==> src/sv/dog_pkg.sv <==
`default_nettype none
// ----------------------------------------------------------------------------
// dog_pkg
// Shared types and constants of the 3x3 difference-of-Gaussians stream.
// ----------------------------------------------------------------------------
package dog_pkg;

    localparam int MAX_WIDTH  = 1024;
    localparam int COL_W      = $clog2(MAX_WIDTH);
    localparam int ROW_W      = 13;
    localparam int WIDTH_W    = 11;
    localparam int HEIGHT_W   = 12;
    localparam int PIX_W      = 8;
    localparam int WT_W       = 16;
    localparam int SUM_W      = 10;
    localparam int PROD_W     = WT_W + SUM_W;
    localparam int ACC_W      = 28;
    localparam int FRAC_SHIFT = 8;
    localparam int ROUND_ADD  = 128;
    localparam int BLUR_W     = 16;
    localparam int DOG_W      = 17;

    localparam int DATA_W     = 32;
    localparam int PADDR_W    = 5;
    localparam int REG_IDX_W  = 3;

    localparam logic [REG_IDX_W-1:0] REG_IMAGE_WIDTH  = 3'd0;
    localparam logic [REG_IDX_W-1:0] REG_IMAGE_HEIGHT = 3'd1;
    localparam logic [REG_IDX_W-1:0] REG_CORNER_A     = 3'd2;
    localparam logic [REG_IDX_W-1:0] REG_EDGE_A       = 3'd3;
    localparam logic [REG_IDX_W-1:0] REG_CENTER_A     = 3'd4;
    localparam logic [REG_IDX_W-1:0] REG_CORNER_B     = 3'd5;
    localparam logic [REG_IDX_W-1:0] REG_EDGE_B       = 3'd6;
    localparam logic [REG_IDX_W-1:0] REG_CENTER_B     = 3'd7;

    localparam logic [WIDTH_W-1:0]  WIDTH_RESET  = 11'd640;
    localparam logic [HEIGHT_W-1:0] HEIGHT_RESET = 12'd480;
    localparam logic [WIDTH_W-1:0]  WIDTH_MIN    = 11'd3;
    localparam logic [WIDTH_W-1:0]  WIDTH_MAX    = WIDTH_W'(MAX_WIDTH);
    localparam logic [HEIGHT_W-1:0] HEIGHT_MIN   = 12'd3;
    localparam logic [WT_W-1:0] CORNER_A_RESET = 16'd6237;
    localparam logic [WT_W-1:0] EDGE_A_RESET   = 16'd7744;
    localparam logic [WT_W-1:0] CENTER_A_RESET = 16'd9615;
    localparam logic [WT_W-1:0] CORNER_B_RESET = 16'd6622;
    localparam logic [WT_W-1:0] EDGE_B_RESET   = 16'd7588;
    localparam logic [WT_W-1:0] CENTER_B_RESET = 16'd8697;

    localparam int FIFO_DEPTH = 8;
    localparam int FIFO_PTR_W = $clog2(FIFO_DEPTH);
    localparam int FIFO_CNT_W = FIFO_PTR_W + 1;
    localparam int PIPE_STAGES = 5;

    typedef struct packed {
        logic [PIX_W-1:0] top;
        logic [PIX_W-1:0] mid;
        logic [PIX_W-1:0] bot;
    } col_t;

    typedef struct packed {
        logic top_zero;
        logic bot_zero;
        logic left_zero;
        logic right_zero;
        logic last;
    } pos_flags_t;

    typedef struct packed {
        logic [BLUR_W-1:0]       blur_a;
        logic [BLUR_W-1:0]       blur_b;
        logic signed [DOG_W-1:0] dog_value;
        logic                    frame_last;
    } result_t;

endpackage
`default_nettype wire

==> src/sv/dog_win_cell.sv <==
`default_nettype none
// ----------------------------------------------------------------------------
// dog_win_cell
// One column of the 3x3 window; hands its column to the next cell.
// ----------------------------------------------------------------------------
module dog_win_cell (
    input  wire logic          aclk,
    input  wire logic          aresetn,
    input  wire logic          shift_en,
    input  wire dog_pkg::col_t col_in,
    output dog_pkg::col_t      col_out
);

    dog_pkg::col_t col_reg;

    always_ff @(posedge aclk) begin
        if (!aresetn) begin
            col_reg <= '0;
        end else if (shift_en) begin
            col_reg <= col_in;
        end
    end

    assign col_out = col_reg;

endmodule
`default_nettype wire

==> config.mk <==
export PLATFORM = sky130hd
export DESIGN_NAME = dog_win_cell
export DESIGN_NICKNAME = d
export VERILOG_FILES = /design/src/sv/dog_pkg.sv /design/src/sv/dog_win_cell.sv
export SDC_FILE = /design/constraint.sdc
export NUM_CORES = 1
export LEC_CHECK = 0
export CAP_MARGIN = 10
export CORE_MARGIN = 4
export CORE_UTILIZATION = 40
export CTS_BUF_LIST = sky130_fd_sc_hd__clkbuf_2
export CTS_CLUSTER_DIAMETER = 80
export DETAILED_ROUTE_END_ITERATION = 10
export DONT_BUFFER_PORTS = 1
export SYNTH_ARGS = -nofsm -noshare
export SYNTH_HDL_FRONTEND = slang
export SYNTH_SLANG_ARGS = --single-unit
export TNS_END_PERCENT = 5
==> constraint.sdc <==
create_clock -name aclk -period 0.8 [get_ports aclk]
set_input_delay 0.16 -clock aclk [delete_from_list [all_inputs] [get_ports aclk]]
set_output_delay 0.16 -clock aclk [all_outputs]
set_load 0.01 [all_outputs]
# Word-level counts from Yosys, hierarchy flattened
# Index checks and enable logic that the tools add are counted.
[word_totals]
register_bits = 24
input_bits = 27
out_inout_bits = 24

# Longest topological paths before layout
# Gate-level depths: netlist of the first run.
[logic_depth]
ltp_word = 0
ltp_mapped = 4

# Worst setup path before layout of the first run
# OpenSTA, ideal clock, no wires.
[synth_path]
path_kind = "in2reg"
from = "in shift_en"
to = "reg col_reg, in the netlist col_out[0]"
arrival_ps = 632
setup_slack_ps = 52
stages = 4
path_cell_list = "buf_6 -> buf_12 -> mux2i_1 -> nor2b_1"
[synth_rtl]
columns = ["element", "line", "text"]
rows = [
  ["start: declaration", "dog_win_cell.sv:9", "input wire logic shift_en,"],
  ["end signal: assignment", "dog_win_cell.sv:20", "col_reg <= col_in;"],
  ["end: declaration", "dog_win_cell.sv:14", "dog_pkg::col_t col_reg;"],
]

# Worst setup path after layout of the first run
[layout_path]
from = "reg col_reg, in the netlist col_out[16]"
to = "out col_out[16] (netlist bit)"
[layout_rtl]
columns = ["element", "line", "text"]
rows = [
  ["end: declaration", "dog_win_cell.sv:11", "output dog_pkg::col_t col_out"],
]
# No word-level cell between the ends.

==> results of run 1 <==
## worst min path at each step
stage            start     endpoint  slack (ns)  cells after the start
4_1_cts        aresetn   col_out[7]       -0.08                      1
5_1_grt        aresetn   col_out[7]       -0.12                      1
2_1_floorplan  aresetn  col_out[15]        0.29                      1
3_5_place_dp   aresetn   col_out[7]        0.30                      1
3_3_place_gp   aresetn  col_out[18]        0.29                      1
6_report       aresetn   col_out[7]       -0.05                      1
## layer usage
metal	GRT usage, %	vias up	routed length [um]
li1	-	252	-
met1	10.33	226	580
met2	17.86	19	825
met3	4.872	2	165
met4	5.085	0	10
met5	0	-	0
## what timing repair did
| action | CTS | global route |
|---|---|---|
| setup endpoints to repair | 24 | 24 |
| gates resized for setup | 24 | 2 |
| endpoints found under the hold margin | 24 | 24 |
## Yosys cell counts
cell	n	area [sq um]
mux2i_1	24	240.2
nor2b_1	24	150.1
buf_12	2	40.04
buf_6	1	11.26
dfxtp_1	24	480.5
clkbuf_1	2	7.510
## logic make-up (layout without fill, tap and decap cells)
| logic type | Yosys count | count (layout) | share of synthesized area (%) |
|---|---|---|---|
| mux | 24 | 24 | 25.84 |
| flops | 24 | 24 | 51.68 |
| simple gates | 24 | 24 | 16.15 |
| buf+inv | 5 | 4 | 6.326 |
## where the power goes
group / total (mW) / switching (mW) / leakage, nW / internal [mW]
Sequential: 1.36 / 0.0793 / 0.207 / 1.28
Clock: 0.442 / 0.334 / 0.0140 / 0.109
Combinational: 0.129 / 0.0370 / 0.183 / 0.0916
## through the flow
step / setup WS (ns) / area, sq um / std cells
finish: -0.08554 / 959.7 / 104
global route: -0.1636 / 959.7 / 104
CTS: -0.1261 / 954.7 / 104
detailed placement: 0.1438 / 905.9 / 100
global placement: 0.1684 / 905.9 / 100
floorplan: 0.05215 / 929.6 / 77
## cell type report
cell class                      instances  area share, %
Tap cell                               28          3.651
Multi-Input combinational cell         48          40.68
Clock inverter                          1         0.3911
Clock buffer                            3          1.565
Sequential cell                        24          53.72
==> summary.md, run 1 <==
| Metric | Value |
|---|---|
| Max clock buf depth | `2` |
| Failing checks | `negative hold slack, negative setup slack` |
| Vias | `~500` |
| Endpoint class of the critical path | `primary output` |
| Startpoint Class | `register` |
| Final #Nets | `~100` |
| Worst-path fanout max | `2` |
| Post-layout power | `1.930 mW` |
| Avg WL per Cell | `around 15 um` |
| Root Driver | `clkbuf_2` |
| Setup violations, final | `24` |
| Post-synthesis cell count | `just under 80` |
| Post-synthesis sequential area ratio | `between 50% and 60%` |
| Setup Fix Bufs, Post-CTS | `0` |
| Most frequent cells in the layout | `mux2i_1 (24), nor2b_1 (24), dfxtp_2 (22)` |
| Layout cell share with drive strength beyond 1 | `35.53%` |
| Num CTS Buffers | `3` |
| Die Ht | `around 56 um` |
| Status | `finished with violations` |
| RSZ-0062 raised after global routing | `yes` |
| Worst Skew | `0 ns` |
| WS Path Type | `reg -> out` |
| Yosys Warn Count | `0` |
| Max Fclk | `about 1100 MHz` |
| Critical path data required time | `about 0.64 ns` |
| Instance count on the critical path | `0` |
| Fillers | `222` |
| Area occupied by multi-input gates | `390.4 sq um` |
| DRT iter0 DRCs | `1` |
| Min Hold Slack | `-0.04851 ns` |
| Worst hold path class | `in -> reg` |
| Worst setup path endpoint | `col_out[16]` |
| Max cap viols | `0` |
| TritonRoute pass-1 iters | `2` |
| Vias per Instance | `approximately 4.8` |
| Worst Reg-to-Reg Cells | `2` |
| P&R area growth vs syn | `3.230%` |
| Setup TNS | `-1.852 ns` |
| Pwr Density | `~2000 nW/um^2` |
| Clock latency on the worst-skew pair | `~0.31 ns` |
| RePlAce Congestion | `0.6182` |
| Synthesized cell area | `roughly 930 sq um` |
| CP startpoint | `col_out[16]` |
| Library cells used by synthesis | `6` |
| Final min period | `~0.89 ns` |
| Initial core utilization | `between 40% and 50%` |
| FF-to-FF Start | `col_out[9]` |
| # DRC | `0` |
| Reg clk slew, reported paths | `roughly 0.21 ns` |
| N_diodes | `0` |
| Total gr overflow | `0` |
| H-tree level count | `1` |
| Core ar. | `approximately 2200 sq um` |
| Pin count of the biggest net entering global routing | `25` |
| Post-DRT Antenna Nets | `0` |
| CTS tree | `done` |
| Die area | `roughly 3200 sq um` |
| Synthesized area per cell | `roughly 12 sq um` |
| Num Clock Sinks | `24` |
| Final hold vios | `24` |
| Pins Over Slew Limit | `0` |
| Row cnt | `17` |
| Worst Path Arrival | `0.73 ns` |
| Initial antenna violation count | `0` |
| I/O pin total | `51` |
| Worst setup margin | `-0.08554 ns` |
| Number of synthesized register bits | `24` |
| Util after Layout | `around 43%` |
| Worst slew margin | `86.10%` |
| Synthesized net count | `approximately 100` |
| Die W | `56.21 um` |
| Largest register FFs | `24` |
| First-pass GRT wire length | `2594 um` |
| Maximum VDD drop | `~0.75 mV` |
| Worst slew pin tran | `between 0.2 and 0.25 ns` |
| Vias in the first global route | `around 560` |
| FF-to-FF End | `col_out[9]` |
| Seq. cell area | `approximately 520 sq um` |
| PortBufs | `0` |
| Final Routed Wirelength | `between 1500 and 2000 um` |
| Leakage | `~0.40 nW` |
| Crit share post-route | `110.7%` |
| Flop-to-flop setup slack | `0.15 ns` |
| GRT Overall Usage | `about a tenth` |
Power figures use the tool's default switching activity.
==> inputs of run 2 (changes only) <==
--- a/config.mk
+++ b/config.mk
@@ -7,11 +7,12 @@
 export LEC_CHECK = 0
 export CAP_MARGIN = 10
 export CORE_MARGIN = 4
-export CORE_UTILIZATION = 40
+export CORE_UTILIZATION = 63
 export CTS_BUF_LIST = sky130_fd_sc_hd__clkbuf_2
 export CTS_CLUSTER_DIAMETER = 80
 export DETAILED_ROUTE_END_ITERATION = 10
 export DONT_BUFFER_PORTS = 1
+export PLACE_DENSITY = 0.79
 export SYNTH_ARGS = -nofsm -noshare
 export SYNTH_HDL_FRONTEND = slang
 export SYNTH_SLANG_ARGS = --single-unit
==> run 2 against run 1 <==
Compared with the run above: the flow still finishes with violations (negative hold slack, negative setup slack); first-iteration DRC count grew to 3.0 times the previous value; clock skew did not move; clock power up 75%; worst hold slack worse by 0.0021 ns; critical path depth unchanged; sequential power barely moved; power up 17%; non-clock buffer count unchanged; largest power group unchanged; highest routed layer is now met3.
==> summary.md, run 2 (synthesized netlist as in run 1, its figures left out) <==
| Metric | Value |
|---|---|
| Status | `finished with violations` |
| Failing checks | `negative hold slack, negative setup slack` |
| Final Routed Wirelength | `1467 um (-7.3%)` |
| Largest register FFs | `24 (unchanged)` |
| FF-to-FF End | `col_out[12]` |
| Comb pwr share | `5.7% (-1.0 points)` |
| I/O pin total | `51 (unchanged)` |
| Clock Power Share | `34.2% (+11 points)` |
| Min Hold Slack | `-0.05059 ns (-0.002073 ns)` |
| Flop pwr share | `60.1% (-10 points)` |
| # DRC | `0 (unchanged)` |
| Startpoint Class | `register` |
| Worst slew margin | `85.46% (-0.64 points)` |
| Seq. cell area | `515.5 sq um (unchanged)` |
| Total gr overflow | `0 (unchanged)` |
| Worst slew pin tran | `0.2181 ns (+0.009561 ns)` |
| Worst-path fanout max | `2 (unchanged)` |
| Avg WL per Cell | `16.12 um (+6.0%)` |
| Num CTS Buffers | `3 (unchanged)` |
| GRT Overall Usage | `14.17% (+3.8 points)` |
| Pin count of the biggest net entering global routing | `25 (unchanged)` |
| Post-DP HPWL | `roughly 1100 um` |
| Initial antenna violation count | `0 (unchanged)` |
| Fillers | `105 (-53%)` |
| Layout cell share with drive strength beyond 1 | `36.84% (+1.3 points)` |
| Max clock buf depth | `2 (unchanged)` |
| Max Fclk | `1121 MHz (-0.74%)` |
| FF-to-FF Start | `col_out[12]` |
| CTS tree | `done` |
| Pwr Density | `2334 nW/um^2 (+16%)` |
| P&R area growth vs syn | `4.307%` |
| Design Area, Final | `969.7 sq um (+1.0%)` |
| Flop-to-flop setup slack | `0.12 ns (-0.03 ns)` |
| Instance count on the critical path | `0 (unchanged)` |
| Vias per Instance | `5.538 (+15%)` |
| Root Driver | `clkbuf_2` |
| DRT iter0 DRCs | `3 (+2)` |
| Reg clk slew, reported paths | `0.22 ns (about the same)` |
| Setup TNS | `-1.946 ns (-0.09460 ns)` |
| H-tree level count | `1 (unchanged)` |
| Crit share post-route | `111.5% (+0.83 points)` |
| Switching Share | `20.34% (-3.0 points)` |
| Vias | `504 (+1.0%)` |
| Setup violations, final | `24 (unchanged)` |
| WS Path Type | `reg -> out` |
| Die area | `2154 sq um (-32%)` |
| N_diodes | `0 (unchanged)` |
| Pre-CTS setup slack | `0.1247 ns (-0.01914 ns)` |
| Critical path data required time | `0.64 ns (about the same)` |
| Row cnt | `13 (-4)` |
| RePlAce Congestion | `0.5726 (-7.4%)` |
| Worst Skew | `0 ns (unchanged)` |
| First-pass GRT wire length | `2187 um (-16%)` |
| RSZ-0062 raised after global routing | `yes` |
| Final #Nets | `104 (unchanged)` |
| Util after Layout | `71.83% (+28 points)` |
| Core ar. | `1350 sq um (-39%)` |
| Internal power | `1.803 mW (+22%)` |
| Clock latency on the worst-skew pair | `0.32 ns (about the same)` |
| Area occupied by multi-input gates | `390.4 sq um (unchanged)` |
| Worst Path Arrival | `0.73 ns (about the same)` |
| TritonRoute pass-1 iters | `2 (unchanged)` |
| Maximum VDD drop | `1.144 mV (+53%)` |
| Post-layout power | `2.263 mW (+17%)` |
| Max cap viols | `0 (unchanged)` |
| Worst Reg-to-Reg Cells | `2 (unchanged)` |
| Post-DRT Antenna Nets | `0 (unchanged)` |
| Psw | `460.2 uW (+2.3%)` |
| Num Clock Sinks | `24 (unchanged)` |
| Min-delay src | `aresetn` |
| Die Ht | `46.42 um (-17%)` |
| Vias in the first global route | `517 (-7.8%)` |
| Most frequent cells in the layout | `mux2i_1 (24), nor2b_1 (24), dfxtp_2 (22)` |
| Worst setup margin | `-0.09215 ns (-0.006607 ns)` |
| Initial core utilization | `68.86% (+27 points)` |
| Die W | `46.42 um (-17%)` |
| Cell Area, Placed | `889.6 sq um (-1.8%)` |
| Endpoint class of the critical path | `primary output` |
| Leakage | `0.4170 nW (+3.1%)` |
| Final hold vios | `24 (unchanged)` |
| PortBufs | `0 (unchanged)` |
| CP startpoint | `col_out[22]` |
| Final min period | `0.8921 ns (+0.006607 ns)` |
| Setup Fix Bufs, Post-CTS | `0 (unchanged)` |
| Worst hold path class | `in -> reg` |
| Worst setup path endpoint | `col_out[22]` |
| Pins Over Slew Limit | `0 (unchanged)` |
[run 2: changes by cell type in the layout (fill, tap and decap cells not counted), sizes merged]
cell / delta
bufinv: +1
clkinv: -1
[run 2: timing repair]
| action | 4_1_cts | 5_1_grt |
|---|---|---|
| hold endpoints to repair | 24 | 24 |
| gates resized for setup | 24 | 2 |
| setup endpoints to repair | 24 | 24 |
| pin swaps | 0 | 0 |
[run 2: power groups by stage]
stage	clock network, mW	logic (mW)	registers [mW]
after floorplan	0	0.176	1.36
after global placement	0	0.124	1.37
after detailed placement	0	0.132	1.37
after CTS	0.789	0.131	1.37
after global routing	0.839	0.146	1.37
final	0.774	0.130	1.36
[run 2: through the flow]
stage,hold slack [ns],cells
6_report,-0.05059,91
5_1_grt,-0.09703,91
4_1_cts,-0.06811,91
3_5_place_dp,0.2969,87
3_3_place_gp,0.2921,87
2_1_floorplan,0.2882,77
[run 2: worst min path at each step]
stage,endpoint,cells past startpoint
CTS,col_out[22],1
global route,col_out[10],1
global placement,col_out[21],1
finish,col_out[1],1
detailed placement,col_out[20],1
floorplan,col_out[15],1
[run 2: cell type report]
type	instances	area share (%)
sequential	24	53.16
clock buffer	3	1.548
tap	15	1.935
clock inverter	1	3.097
multi-input combinational	48	40.26
[run 2: metal layers]
metal | track usage, % | vias up | wire length, um
li1 | - | 251 | -
met1 | 15.79 | 225 | 552
met2 | 25.27 | 28 | 720
met3 | 3.906 | 0 | 194
met4 | 5.114 | 0 | 0
met5 | 0 | - | 0
