[src/sv/dog_pkg.sv]
`default_nettype none
// ----------------------------------------------------------------------------
// dog_pkg
// Shared types and constants of the 3x3 difference-of-Gaussians stream.
// ----------------------------------------------------------------------------
package dog_pkg;

    localparam int MAX_WIDTH  = 1024;
    localparam int COL_W      = $clog2(MAX_WIDTH);
    localparam int ROW_W      = 13;
    localparam int WIDTH_W    = 11;
    localparam int HEIGHT_W   = 12;
    localparam int PIX_W      = 8;
    localparam int WT_W       = 16;
    localparam int SUM_W      = 10;
    localparam int PROD_W     = WT_W + SUM_W;
    localparam int ACC_W      = 28;
    localparam int FRAC_SHIFT = 8;
    localparam int ROUND_ADD  = 128;
    localparam int BLUR_W     = 16;
    localparam int DOG_W      = 17;

    localparam int DATA_W     = 32;
    localparam int PADDR_W    = 5;
    localparam int REG_IDX_W  = 3;

    localparam logic [REG_IDX_W-1:0] REG_IMAGE_WIDTH  = 3'd0;
    localparam logic [REG_IDX_W-1:0] REG_IMAGE_HEIGHT = 3'd1;
    localparam logic [REG_IDX_W-1:0] REG_CORNER_A     = 3'd2;
    localparam logic [REG_IDX_W-1:0] REG_EDGE_A       = 3'd3;
    localparam logic [REG_IDX_W-1:0] REG_CENTER_A     = 3'd4;
    localparam logic [REG_IDX_W-1:0] REG_CORNER_B     = 3'd5;
    localparam logic [REG_IDX_W-1:0] REG_EDGE_B       = 3'd6;
    localparam logic [REG_IDX_W-1:0] REG_CENTER_B     = 3'd7;

    localparam logic [WIDTH_W-1:0]  WIDTH_RESET  = 11'd640;
    localparam logic [HEIGHT_W-1:0] HEIGHT_RESET = 12'd480;
    localparam logic [WIDTH_W-1:0]  WIDTH_MIN    = 11'd3;
    localparam logic [WIDTH_W-1:0]  WIDTH_MAX    = WIDTH_W'(MAX_WIDTH);
    localparam logic [HEIGHT_W-1:0] HEIGHT_MIN   = 12'd3;
    localparam logic [WT_W-1:0] CORNER_A_RESET = 16'd6237;
    localparam logic [WT_W-1:0] EDGE_A_RESET   = 16'd7744;
    localparam logic [WT_W-1:0] CENTER_A_RESET = 16'd9615;
    localparam logic [WT_W-1:0] CORNER_B_RESET = 16'd6622;
    localparam logic [WT_W-1:0] EDGE_B_RESET   = 16'd7588;
    localparam logic [WT_W-1:0] CENTER_B_RESET = 16'd8697;

    localparam int FIFO_DEPTH = 8;
    localparam int FIFO_PTR_W = $clog2(FIFO_DEPTH);
    localparam int FIFO_CNT_W = FIFO_PTR_W + 1;
    localparam int PIPE_STAGES = 5;

    typedef struct packed {
        logic [PIX_W-1:0] top;
        logic [PIX_W-1:0] mid;
        logic [PIX_W-1:0] bot;
    } col_t;

    typedef struct packed {
        logic top_zero;
        logic bot_zero;
        logic left_zero;
        logic right_zero;
        logic last;
    } pos_flags_t;

    typedef struct packed {
        logic [BLUR_W-1:0]       blur_a;
        logic [BLUR_W-1:0]       blur_b;
        logic signed [DOG_W-1:0] dog_value;
        logic                    frame_last;
    } result_t;

endpackage
`default_nettype wire

[src/sv/dog_blur.sv]
`default_nettype none
// ----------------------------------------------------------------------------
// dog_blur
// Symmetric 3x3 kernel: three products, rounding to Q8.8 and saturation.
// ----------------------------------------------------------------------------
module dog_blur (
    input  wire logic                          aclk,
    input  wire logic [dog_pkg::WT_W-1:0]      corner_weight,
    input  wire logic [dog_pkg::WT_W-1:0]      edge_weight,
    input  wire logic [dog_pkg::WT_W-1:0]      center_weight,
    input  wire logic [dog_pkg::SUM_W-1:0]     corner_sum,
    input  wire logic [dog_pkg::SUM_W-1:0]     edge_sum,
    input  wire logic [dog_pkg::PIX_W-1:0]     center_pix,
    output logic      [dog_pkg::BLUR_W-1:0]    blur
);

    localparam int SHIFTED_W = dog_pkg::ACC_W - dog_pkg::FRAC_SHIFT;

    logic [dog_pkg::PROD_W-1:0]             prod_c_reg;
    logic [dog_pkg::PROD_W-1:0]             prod_e_reg;
    logic [dog_pkg::WT_W+dog_pkg::PIX_W-1:0] prod_z_reg;
    logic [dog_pkg::ACC_W-1:0]              acc;
    logic [SHIFTED_W-1:0]                   shifted;
    logic [dog_pkg::BLUR_W-1:0]             blur_next;
    logic [dog_pkg::BLUR_W-1:0]             blur_reg;

    always_ff @(posedge aclk) begin
        prod_c_reg <= corner_weight * corner_sum;
        prod_e_reg <= edge_weight * edge_sum;
        prod_z_reg <= center_weight * center_pix;
        blur_reg   <= blur_next;
    end

    always_comb begin
        acc = dog_pkg::ACC_W'(prod_c_reg) + dog_pkg::ACC_W'(prod_e_reg)
            + dog_pkg::ACC_W'(prod_z_reg) + dog_pkg::ACC_W'(dog_pkg::ROUND_ADD);
        shifted = acc[dog_pkg::ACC_W-1:dog_pkg::FRAC_SHIFT];
        if (|shifted[SHIFTED_W-1:dog_pkg::BLUR_W]) begin
            blur_next = '1;
        end else begin
            blur_next = shifted[dog_pkg::BLUR_W-1:0];
        end
    end

    assign blur = blur_reg;

endmodule
`default_nettype wire

[config.mk]
export PLATFORM = sky130hd
export DESIGN_NAME = dog_blur
export DESIGN_NICKNAME = d
export VERILOG_FILES = /design/src/sv/dog_pkg.sv /design/src/sv/dog_blur.sv
export SDC_FILE = /design/constraint.sdc
export NUM_CORES = 1
export LEC_CHECK = 0
export ABC_CLOCK_PERIOD_IN_PS = 5640
export BUFFER_PORTS_ARGS = -buffer_cell sky130_fd_sc_hd__buf_2
export CAP_MARGIN = 20
export CORE_ASPECT_RATIO = 0.5
export CORE_MARGIN = 1.5
export CORE_UTILIZATION = 29
export CTS_BUF_LIST = sky130_fd_sc_hd__clkbuf_8
export CTS_CLUSTER_SIZE = 14
export DETAILED_ROUTE_END_ITERATION = 10
export GPL_ROUTABILITY_DRIVEN = 0
export PLACE_DENSITY = 0.48
export SKIP_CTS_REPAIR_TIMING = 1
export SLEW_MARGIN = 20
export SYNTH_ARGS = -nofsm -noshare
export SYNTH_HDL_FRONTEND = slang
export SYNTH_SLANG_ARGS = --single-unit
[constraint.sdc]
create_clock -name aclk -period 5.64 [get_ports aclk]
set_input_delay 0.282 -clock aclk [delete_from_list [all_inputs] [get_ports aclk]]
set_output_delay 0.282 -clock aclk [all_outputs]
set_load 0.02 [all_outputs]
### Yosys cells after proc, flatten, opt, wreduce, memory -nomap -nowiden

Cells that the tools add are included.

* magnitude comparators: 0
* divide/modulo/power cells: 0
* reductions and logical operators: 1
* shift operators: 0
* bitwise operators: 0
* multiplexer cells: 0
* multipliers: 3
* equal/unequal tests: 0
* add/subtract/negate cells: 3

Operators with widths (count)
* $mul 16x10->26: 2
* $add 27x24->28: 1
* $add 28x8->28 const B: 1
* $add 26x26->27: 1
* $mul 16x8->24: 1
* $reduce_or 4->1: 1

* bits in registers: 92
* latch bits: 0
* input port bits: 77
* memory bits (read-only): 0
* output and inout bits: 16
* memories: 0
* logic and storage cells: 11
* RAM bits: 0

### Logic depth before layout (Yosys ltp)

Gate-level depths: netlist (run 1).

* depth after elaboration: 4
* mapped depth: 21
* depth with buffers taken out: 20

### Worst setup path after synthesis (run 1)

Ideal clock, no wire load.

* kind: input port to flip-flop
* start point: input port corner_sum[1] (netlist name)
* end point: register prod_c_reg[24] (netlist name)
* required time: 5.558 ns
* setup slack: 0.350 ns
* data arrival time: 5.208 ns
* path buffers: 1
* setup time: 0.082 ns
* stages: 21
* path through: clkbuf_1 > nand2_1 > fa_1 > inv_1 > fa_1 > inv_1 > fa_1 > inv_1 > fa_1 > inv_1 > fa_1 > inv_1 > ha_1 > nand4_1 > o22ai_1 > o31ai_1 > a21boi_1 > o41a_1 > or2_1 > a221o_1 > o2111ai_1

* word-level cells in the longest chain between the ends: 1

Ends and longest elaborated chain
* from (decl): line dog_blur.sv:11 `input wire logic [dog_pkg::SUM_W-1:0] corner_sum,`
* $mul 16x10->26: line dog_blur.sv:28 `prod_c_reg <= corner_weight * corner_sum;`
* to (signal assigned): line dog_blur.sv:28
* to (decl): line dog_blur.sv:19 `logic [dog_pkg::PROD_W-1:0] prod_c_reg;`

No other way between the ends.
A chain may end at the register's enable or synchronous reset.

### Worst setup path in the final report (run 1)

* start point: input port corner_sum[1] (netlist name)
* end point: register prod_c_reg[25] (netlist name)

Same word-level chain as after synthesis.

==> results_dict.tcl, run 1 <==
set metrics [dict create \
    status "finished, final reports clean" \
    finalCriticalPeriod_ns 5.317 \
    relSlewSlack_pct 47.83 \
    critPathArrivalTime_ns 5.57 \
    ant_nets 0 \
    clkPwrFrac_pct 3.9 \
    cts_tree "built" \
    cts.sinks 92 \
    synthCells 1878 \
    post-route-period-util_pct 94.27 \
    hold_ws_ns 0.2332 \
    fmax_mhz 188.1 \
    io_buffers 92 \
    io_pins 93 \
    h-tree-depth 3 \
    p_seq_share_pct 11.1 \
    syn_area_um2 17420 \
    critPathSlowestCell "o311ai_0" \
    grt_max_degree 20 \
    cp-startpoint "corner_sum[1]" \
    yosysWarnings 0 \
    vias 12275 \
    fin_skew_ns 0.01775 \
    synth-seq-cells 92 \
    cts.clk_slew.worst_paths_ns 0.12 \
    wl_per_cell_um 14.94 \
    die-width_um 349.6 \
    setup_viol 0 \
    initial_utilization_pct 29.39 \
    viasPerCell 4.430 \
    clk_path_buf_depth 2 \
    critPathRequiredTime_ns 5.89 \
    synthDistinctLibCells 58 \
    critPathTopFamily "adder cells" \
    cts_root_buf "clkbuf_8" \
    p_sw_w 0.006057 \
    critPathKind "in2reg" \
    drv_slew 0 \
    seq_area_frac_synth_pct 10.57 \
    drtIter0Drc 519 \
    cpPeakStageDelay_ns 0.65 \
    grt_pass1_vias 13218 \
    r2r-start "prod_z_reg[6]" \
    endpoint_kind "register" \
    synth_edf_count 0 \
    synth_nets 2500 \
    cts_buffers 9 \
    dp.cells 2755 \
    hold_violations 0 \
    fillers 6299 \
    ir_drop_v 0.0003977 \
    grt_setup_unrepaired "false" \
    hpwlAfterDp_um 35460 \
    p_leak_nw 9.694 \
    nets 2576 \
    coreArea_um2 59280 \
    syn2layout_area_growth_pct 9.740 \
    drive_above_1_share_pct 7.810 \
    drc 0 \
    p_total_w 0.01155 \
    grt_usage_pct 14.16 \
    worst-path-buf-inv 7 \
    synth_flop_cell "dfxtp_1" \
    clkLatencyLatePin_ns 0.39 \
    routed_wl_um 41390 \
    max_cap_viol_count 0 \
    die-area_um2 61630 \
    antenna_found_initial 0 \
    hold_path_class "in2reg" \
    worstHoldStart "center_weight[0]" \
    worstMarginPinSlew_ns 0.7728 \
    die_y_um 176.3 \
    power.internal_w 0.005488 \
    final_cells 2771 \
    crit_chain "buf_2 -> nand2_1 -> fa_1 -> inv_1 -> fa_1 -> inv_1 -> fa_1 -> inv_1 -> fa_1 -> inv_1 -> fa_1 -> inv_1 -> ha_1 -> o21ai_0 -> nand2b_1 -> o31ai_1 -> buf_4 -> o311ai_0 -> nand3_1 -> a21oi_1 -> mux2i_1 -> o311ai_0" \
    antennaDiodeCount 0 \
    p_per_area_nw_per_um2 604.0 \
    power_switching_share_pct 52.46 \
    comb_power_share_pct 85.0 \
    critPathMaxFanout 11 \
    async_flop_share_pct 0 \
    grt.overflow.total 0 \
    placementRows 63 \
    startpoint_type "primary input" \
    grt_pass1_wl_um 70060 \
    firstDrtPassIters 5 \
    synth.avg_cell_area_um2 9.275 \
]
[through the flow]
step	TNS (ns)	setup slack, ns	area (um2)	utilization [%]
final	0	0.3233	19120	32.25
after detailed placement	-0.1219	-0.07353	18910	31.90
after CTS	0	0.3089	19110	32.24
after floorplan	0	0.3504	17420	-
after global routing	0	0.001268	19120	32.25
after global placement	-0.1342	-0.1342	18910	31.90
[synthesized netlist by cell type (30+ instances only)]
library cell,number,area share [%]
dfxtp_1,92,11
and2_1,236,8.5
fa_1,328,38
o21ai_0,30,0.86
nand2_1,249,5.4
nor2_1,37,0.80
ha_1,217,16
inv_1,349,7.5
clkbuf_1,58,1.2
a21oi_1,46,1.3
xnor2_1,48,2.4
[path summary, 6_finish.rpt]
path | end | depth (start not counted) | slack, ns
hold / removal | prod_z_reg[0] | 2 | 0.23
setup / recovery | prod_c_reg[25] | 22 | 0.32
hold reg to reg | blur[15] | 4 | 0.85
setup reg to reg | blur[6] | 11 | 1.44
[cell families after synthesis]
group / synth area share (%)
xor+xnor: 3.469
simple gates: 16.70
mux: 0.05747
fa+ha+maj: 53.28
flops: 10.57
buf+inv: 8.856
compound gates: 7.061
[worst reg2reg max path, cell delays in order (launching register included)]
cell	delay, ns
dfxtp_1	0.46
fa_1	0.46
ha_1	0.29
ha_1	0.31
a211oi_2	0.19
o211ai_1	0.18
a211oi_2	0.36
o32ai_1	0.25
a221o_1	0.46
a31o_4	0.30
a31oi_4	0.47
o21ai_0	0.29
[final cells by class]
type / instances / area [um2] / area share, %
clock buffer: 9 / 123.9 / 0.6480
clock inverter: 7 / 76.32 / 0.3993
inverter: 349 / 1310 / 6.853
multi-input combinational: 1377 / 14040 / 73.45
sequential: 92 / 1842 / 9.635
tap: 812 / 1016 / 5.315
timing repair buffer: 125 / 708.2 / 3.705
[power groups by stage]
stage                     clock [W]  sequential [W]  combinational, W
after floorplan                   0         0.00122           0.00744
after global placement            0         0.00130           0.00988
after detailed placement          0         0.00130           0.00989
final                      0.000454         0.00128           0.00981
after global routing       0.000500         0.00131            0.0113
after CTS                  0.000476         0.00129            0.0100
[cells in the final DEF (no fill, tap or decap), types with 21 or more instances in the layout]
cell,Yosys,final
and2_1,236,236
a21oi_1,46,46
nand2_1,249,249
nor2_1,37,37
inv_1,349,349
fa_1,328,328
ha_1,217,217
buf_2,0,92
xnor2_1,48,48
buf_4,0,33
dfxtp_1,92,92
o21ai_0,30,30
a21o_1,21,21
xor2_1,21,21
[routing by layer]
layer / share of wire (%) / track usage (%)
met5: 0 / 0
met4: 0.65 / 1.757
met3: 2.1 / 1.032
met2: 45 / 22.73
met1: 52 / 21.30
No activity file was read; power rests on OpenSTA's default activity.
==> run 2, diff against run 1 <==
- ABC_CLOCK_PERIOD_IN_PS: 5640 -> 5000
- PLACE_DENSITY: 0.48 -> 0.47
- clock period: 5.64 -> 5 ns (I/O delays scaled with it)
==> run 2 against run 1 <==
Effect of this change:
- core utilization up 2.1 points
- combinational power increased by 24%
- worst hold slack better by 0.0080 ns
- clock power up 11%
- non-clock buffer count up 134
- die area unchanged
- first-iteration DRC count decreased by 13%
- total power up 23%
- register-to-register slack lost 0.39 ns
- via count grew 2.1%
- cell count rose by 4.8%
- global-route usage is 0.091 points higher
- largest power group unchanged
==> results_dict.tcl, run 2 (synthesized netlist as in run 1, its figures left out) <==
set metrics [dict create \
    io_pins 93 \
    fin_skew_ns 0.005174 \
    routed_wl_um 41730 \
    p_total_w 0.01416 \
    hold_path_class "in2reg" \
    nets 2710 \
    fin_area_um2 20350 \
    die_y_um 176.3 \
    r2r-start "prod_z_reg[6]" \
    hpwlAfterDp_um 36800 \
    hold_ws_ns 0.2412 \
    worstHoldStart "edge_weight[0]" \
    place_area_um2 19960 \
    p_leak_nw 10.38 \
    final_core_util_pct 34.33 \
    startpoint_type "primary input" \
    dp.cells 2887 \
    syn2layout_area_growth_pct 16.83 \
    endpoint_kind "register" \
    wl_per_cell_um 14.36 \
    cts_root_buf "clkbuf_8" \
    coreArea_um2 59280 \
    die-width_um 349.6 \
    finalCriticalPeriod_ns 4.807 \
    placementRows 63 \
    post-route-period-util_pct 96.13 \
    clk_path_buf_depth 2 \
    max_cap_viol_count 0 \
    die-area_um2 61630 \
    ant_nets 0 \
    relSlewSlack_pct 50.54 \
    hold-path-endpoint "prod_e_reg[0]" \
    critPathKind "in2reg" \
    critPathRequiredTime_ns 5.31 \
    critPathArrivalTime_ns 5.11 \
    drive_above_1_share_pct 15.34 \
    critPathMaxFanout 5 \
    r2r_cells 11 \
    status "finished, final reports clean" \
    cts.sinks 92 \
    mostFrequentLayoutCells "inv_1 (345), fa_1 (326), nand2_1 (243)" \
    cts_tree "built" \
    drtIter0Drc 453 \
    firstDrtPassIters 5 \
    antenna_found_initial 1 \
    viasPerCell 4.315 \
    io_buffers 92 \
    initial_utilization_pct 29.39 \
    grt.overflow.total 0 \
    multi_input_area_um2 14210 \
    ff_latch_area_um2 1842 \
    final_common_cell "inv_1" \
    setup_viol 0 \
    h-tree-depth 3 \
    drc 0 \
    min_path_cells 3 \
    antennaDiodeCount 0 \
    worstMarginPinSlew_ns 0.7396 \
    p_per_area_nw_per_um2 695.7 \
    cts.clk_slew.worst_paths_ns 0.10 \
    cts_buffers 9 \
    r2r_slack_ns 1.05 \
    fmax_mhz 208.0 \
    fillers 6266 \
    r2r_end "blur[6]" \
    grt_pass1_vias 13144 \
    grt_pass1_wl_um 70420 \
    grt_max_degree 20 \
    clkLatencyLatePin_ns 0.38 \
    final_cells 2905 \
    grt_usage_pct 14.25 \
    ir_drop_v 0.0004164 \
    vias 12535 \
    drv_slew 0 \
    hold_violations 0 \
]
## run 2: critical path: stages
cell,delay (ns)
buf_2,0.14
nand2_1,0.09
fa_1,0.50
fa_1,0.49
inv_1,0.05
fa_1,0.47
fa_1,0.53
inv_2,0.04
fa_1,0.52
inv_2,0.05
ha_4,0.21
a21o_1,0.17
a21o_1,0.20
o31ai_4,0.29
a21boi_2,0.10
o41a_1,0.36
or2_1,0.26
a221o_1,0.30
o2111ai_1,0.07
## run 2: final cells by class
type,count,share of cell area (%)
Clock buffer,9,0.6087
Clock inverter,7,0.3689
Inverter,349,6.437
Multi-Input combinational cell,1377,69.84
Sequential cell,92,9.050
Tap cell,812,4.992
Timing Repair Buffer,259,8.706
## run 2: worst max path at each step
stage | startpoint | end | slack, ns | depth (start not counted)
2_1_floorplan | corner_weight[3] | prod_c_reg[24] | -0.04 | 19
3_3_place_gp | edge_sum[1] | prod_e_reg[24] | -0.57 | 21
3_5_place_dp | edge_sum[1] | prod_e_reg[24] | -0.54 | 21
4_1_cts | edge_sum[1] | prod_e_reg[24] | -0.16 | 21
5_1_grt | corner_weight[6] | prod_c_reg[24] | -0.007 | 19
6_report | corner_weight[2] | prod_c_reg[24] | 0.19 | 19
## run 2: metrics by stage
step	TNS [ns]	setup WS (ns)
final	0	0.1934
after global routing	-0.006944	-0.006944
after CTS	-0.1730	-0.1578
after detailed placement	-4.677	-0.5360
after global placement	-4.468	-0.5685
after floorplan	-0.04135	-0.04135
## run 2: report_power, final
part / internal (W) / total [W] / switching (W)
Combinational: 0.00575 / 0.0122 / 0.00648
Sequential: 0.00119 / 0.00143 / 0.000241
Clock: 0.000198 / 0.000502 / 0.000304
Total: 0.00714 / 0.0142 / 0.00702
## run 2: routing by layer
layer / up-vias / global-route usage, % / wire, um
met5: - / 0 / 0
met1: 6209 / 22.22 / 22790
met3: 26 / 1.117 / 657
met2: 102 / 21.89 / 17990
met4: 0 / 1.649 / 287
li1: 6198 / - / -
==> run 3, diff against run 2 <==
- BUFFER_PORTS_ARGS: -buffer_cell sky130_fd_sc_hd__buf_2 -> default
- DONT_BUFFER_PORTS: default -> 1
- PLACE_DENSITY: 0.47 -> 0.46
==> run 3 against run 2 <==
Effect of this change:
- core utilization is 2.6 points lower
- die area stayed put
- total power fell by 5.3%
- critical path type unchanged
- combinational power is 7% lower
- register-to-register slack gained 0.13 ns
- global-route usage down 0.14 points
- maximum frequency fell by 0.49%
- highest routed layer unchanged
- setup slack worse by 0.024 ns
- cell area is 7.6% lower
- sequential cell count unchanged
- non-clock buffer count down 216
- via count fell by 5.2%
==> results_dict.tcl, run 3 (synthesized netlist as in run 1, its figures left out) <==
set metrics [dict create \
    die-area_um2 61630 \
    critPathKind "in2reg" \
    drv_slew 0 \
    cts.sinks 92 \
    h-tree-depth 3 \
    cts.clk_slew.worst_paths_ns 0.09 \
    setup_ws_ns 0.1698 \
    hpwlAfterDp_um 34910 \
    grt_pass1_vias 12770 \
    setup_viol 0 \
    coreArea_um2 59280 \
    viasPerCell 4.421 \
    place_ws_ns -0.2165 \
    critPathMaxFanout 16 \
    antenna_found_initial 0 \
    p_per_area_nw_per_um2 713.2 \
    power.internal_w 0.006680 \
    p_leak_nw 9.406 \
    antennaDiodeCount 0 \
    drtIter0Drc 467 \
    initial_utilization_pct 29.39 \
    firstDrtPassIters 5 \
    fmax_mhz 207.0 \
    clkPwrFrac_pct 3.9 \
    worst-path-buf-inv 5 \
    power_switching_share_pct 50.19 \
    cpPeakStageDelay_ns 0.53 \
    nets 2494 \
    routed_wl_um 41330 \
    critPathRequiredTime_ns 5.31 \
    critPathSlowestCell "fa_1" \
    clkLatencyLatePin_ns 0.38 \
    post-route-period-util_pct 96.60 \
    fin_area_um2 18800 \
    drc 0 \
    comb_power_share_pct 85.2 \
    final_common_cell "inv_1" \
    mostFrequentLayoutCells "inv_1 (349), fa_1 (327), nand2_1 (246)" \
    relSlewSlack_pct 54.93 \
    ir_drop_v 0.0004219 \
    endpoint_kind "register" \
    grt_setup_unrepaired "false" \
    syn2layout_area_growth_pct 7.944 \
    worstMarginPinSlew_ns 0.6739 \
    io_buffers 0 \
    ant_nets 0 \
    wl_per_cell_um 15.37 \
    place_area_um2 18550 \
    grt_pass1_wl_um 69470 \
    wl_met1_um 21500 \
    critPathTopFamily "adder cells" \
    crit_chain "nand2_1 -> fa_1 -> inv_1 -> fa_1 -> inv_1 -> fa_1 -> inv_1 -> fa_1 -> inv_1 -> fa_1 -> inv_1 -> ha_1 -> nor3_1 -> o21ai_0 -> nand4_1 -> a31oi_1 -> o221a_2 -> a41o_1 -> o41ai_1 -> xnor2_1" \
    clk_path_buf_depth 2 \
    grt.overflow.total 0 \
    die_y_um 176.3 \
    top_layer_used "met4" \
    cts_tree "built" \
    max_cap_viol_count 0 \
    status "finished, final reports clean" \
    io_pins 93 \
    vias 11887 \
    p_seq_share_pct 10.9 \
    placementRows 63 \
    fin_skew_ns 0.01563 \
    drive_above_1_share_pct 4.156 \
    cts_buffers 9 \
    p_total_w 0.01341 \
    grt_usage_pct 14.11 \
    grt_max_degree 17 \
    cts_root_buf "clkbuf_8" \
    startpoint_type "primary input" \
    hold_violations 0 \
    hold_path_class "in2reg" \
    critPathArrivalTime_ns 5.14 \
    wl_met2_um 18680 \
    finalCriticalPeriod_ns 4.830 \
    r2r_slack_ns 1.18 \
    met3_length_um 820 \
    p_sw_w 0.006731 \
    die-width_um 349.6 \
]
[run 3: cell types whose count changed in the layout (fill, tap and decap cells not counted), moves of 3 or more]
cell,previous run,this run
inv_2,4,1
nand2_1,243,246
nand2_2,6,3
dlygate4sd3_1,0,3
buf_6,4,0
a21oi_1,43,46
buf_2,78,0
inv_1,345,349
inv_8,3,0
buf_4,174,40
[run 3: worst register-to-register path: cells and delay by family, from the launching register on]
family	cells	cell delay (ns)
adders and majority gates	3	1.08
AOI/OAI and AO/OA	8	2.25
DFF	1	0.34
[run 3: cell type report]
| class | instances | area [um2] |
|---|---|---|
| Sequential cell | 92 | 1842 |
| Clock buffer | 11 | 151.4 |
| Multi-Input combinational cell | 1377 | 14090 |
| Inverter | 349 | 1310 |
| Fill cell | 6311 | 40470 |
| Clock inverter | 5 | 58.81 |
| Tap cell | 812 | 1016 |
| Timing Repair Buffer | 43 | 330.3 |
[run 3: metal layers]
metal | GRT usage (%) | up-vias
met1 | 21.24 | 6009
met4 | 1.975 | 0
met3 | 1.338 | 20
met5 | 0 | -
met2 | 22.29 | 96
li1 | - | 5762
[run 3: worst paths after layout]
kind,from,endpoint,cells after the start
worst max register to register,prod_c_reg[6],blur[7],11
worst min-delay path,corner_sum[0],prod_c_reg[0],1
worst min register to register,prod_e_reg[25],blur[15],4
worst max-delay path,edge_sum[1],prod_e_reg[24],20
[run 3: stage by stage]
stage / utilization (%) / hold WS, ns / std cells / TNS [ns]
finish: 31.72 / 0.03361 / 2689 / 0
detailed placement: 31.29 / 0.3805 / 2669 / -1.137
floorplan: - / 0.3717 / 1878 / -0.04135
CTS: 31.65 / -0.03333 / 2685 / 0
global placement: 31.29 / 0.3809 / 2669 / -1.218
global route: 31.72 / 0.009365 / 2689 / 0
[run 3: power groups by stage]
stage	sequential, W	clock (W)	combinational (W)
2_1_floorplan	0.00137	0	0.00848
3_3_place_gp	0.00150	0	0.0115
3_5_place_dp	0.00149	0	0.0115
4_1_cts	0.00148	0.000542	0.0116
5_1_grt	0.00151	0.000579	0.0131
6_report	0.00146	0.000524	0.0114
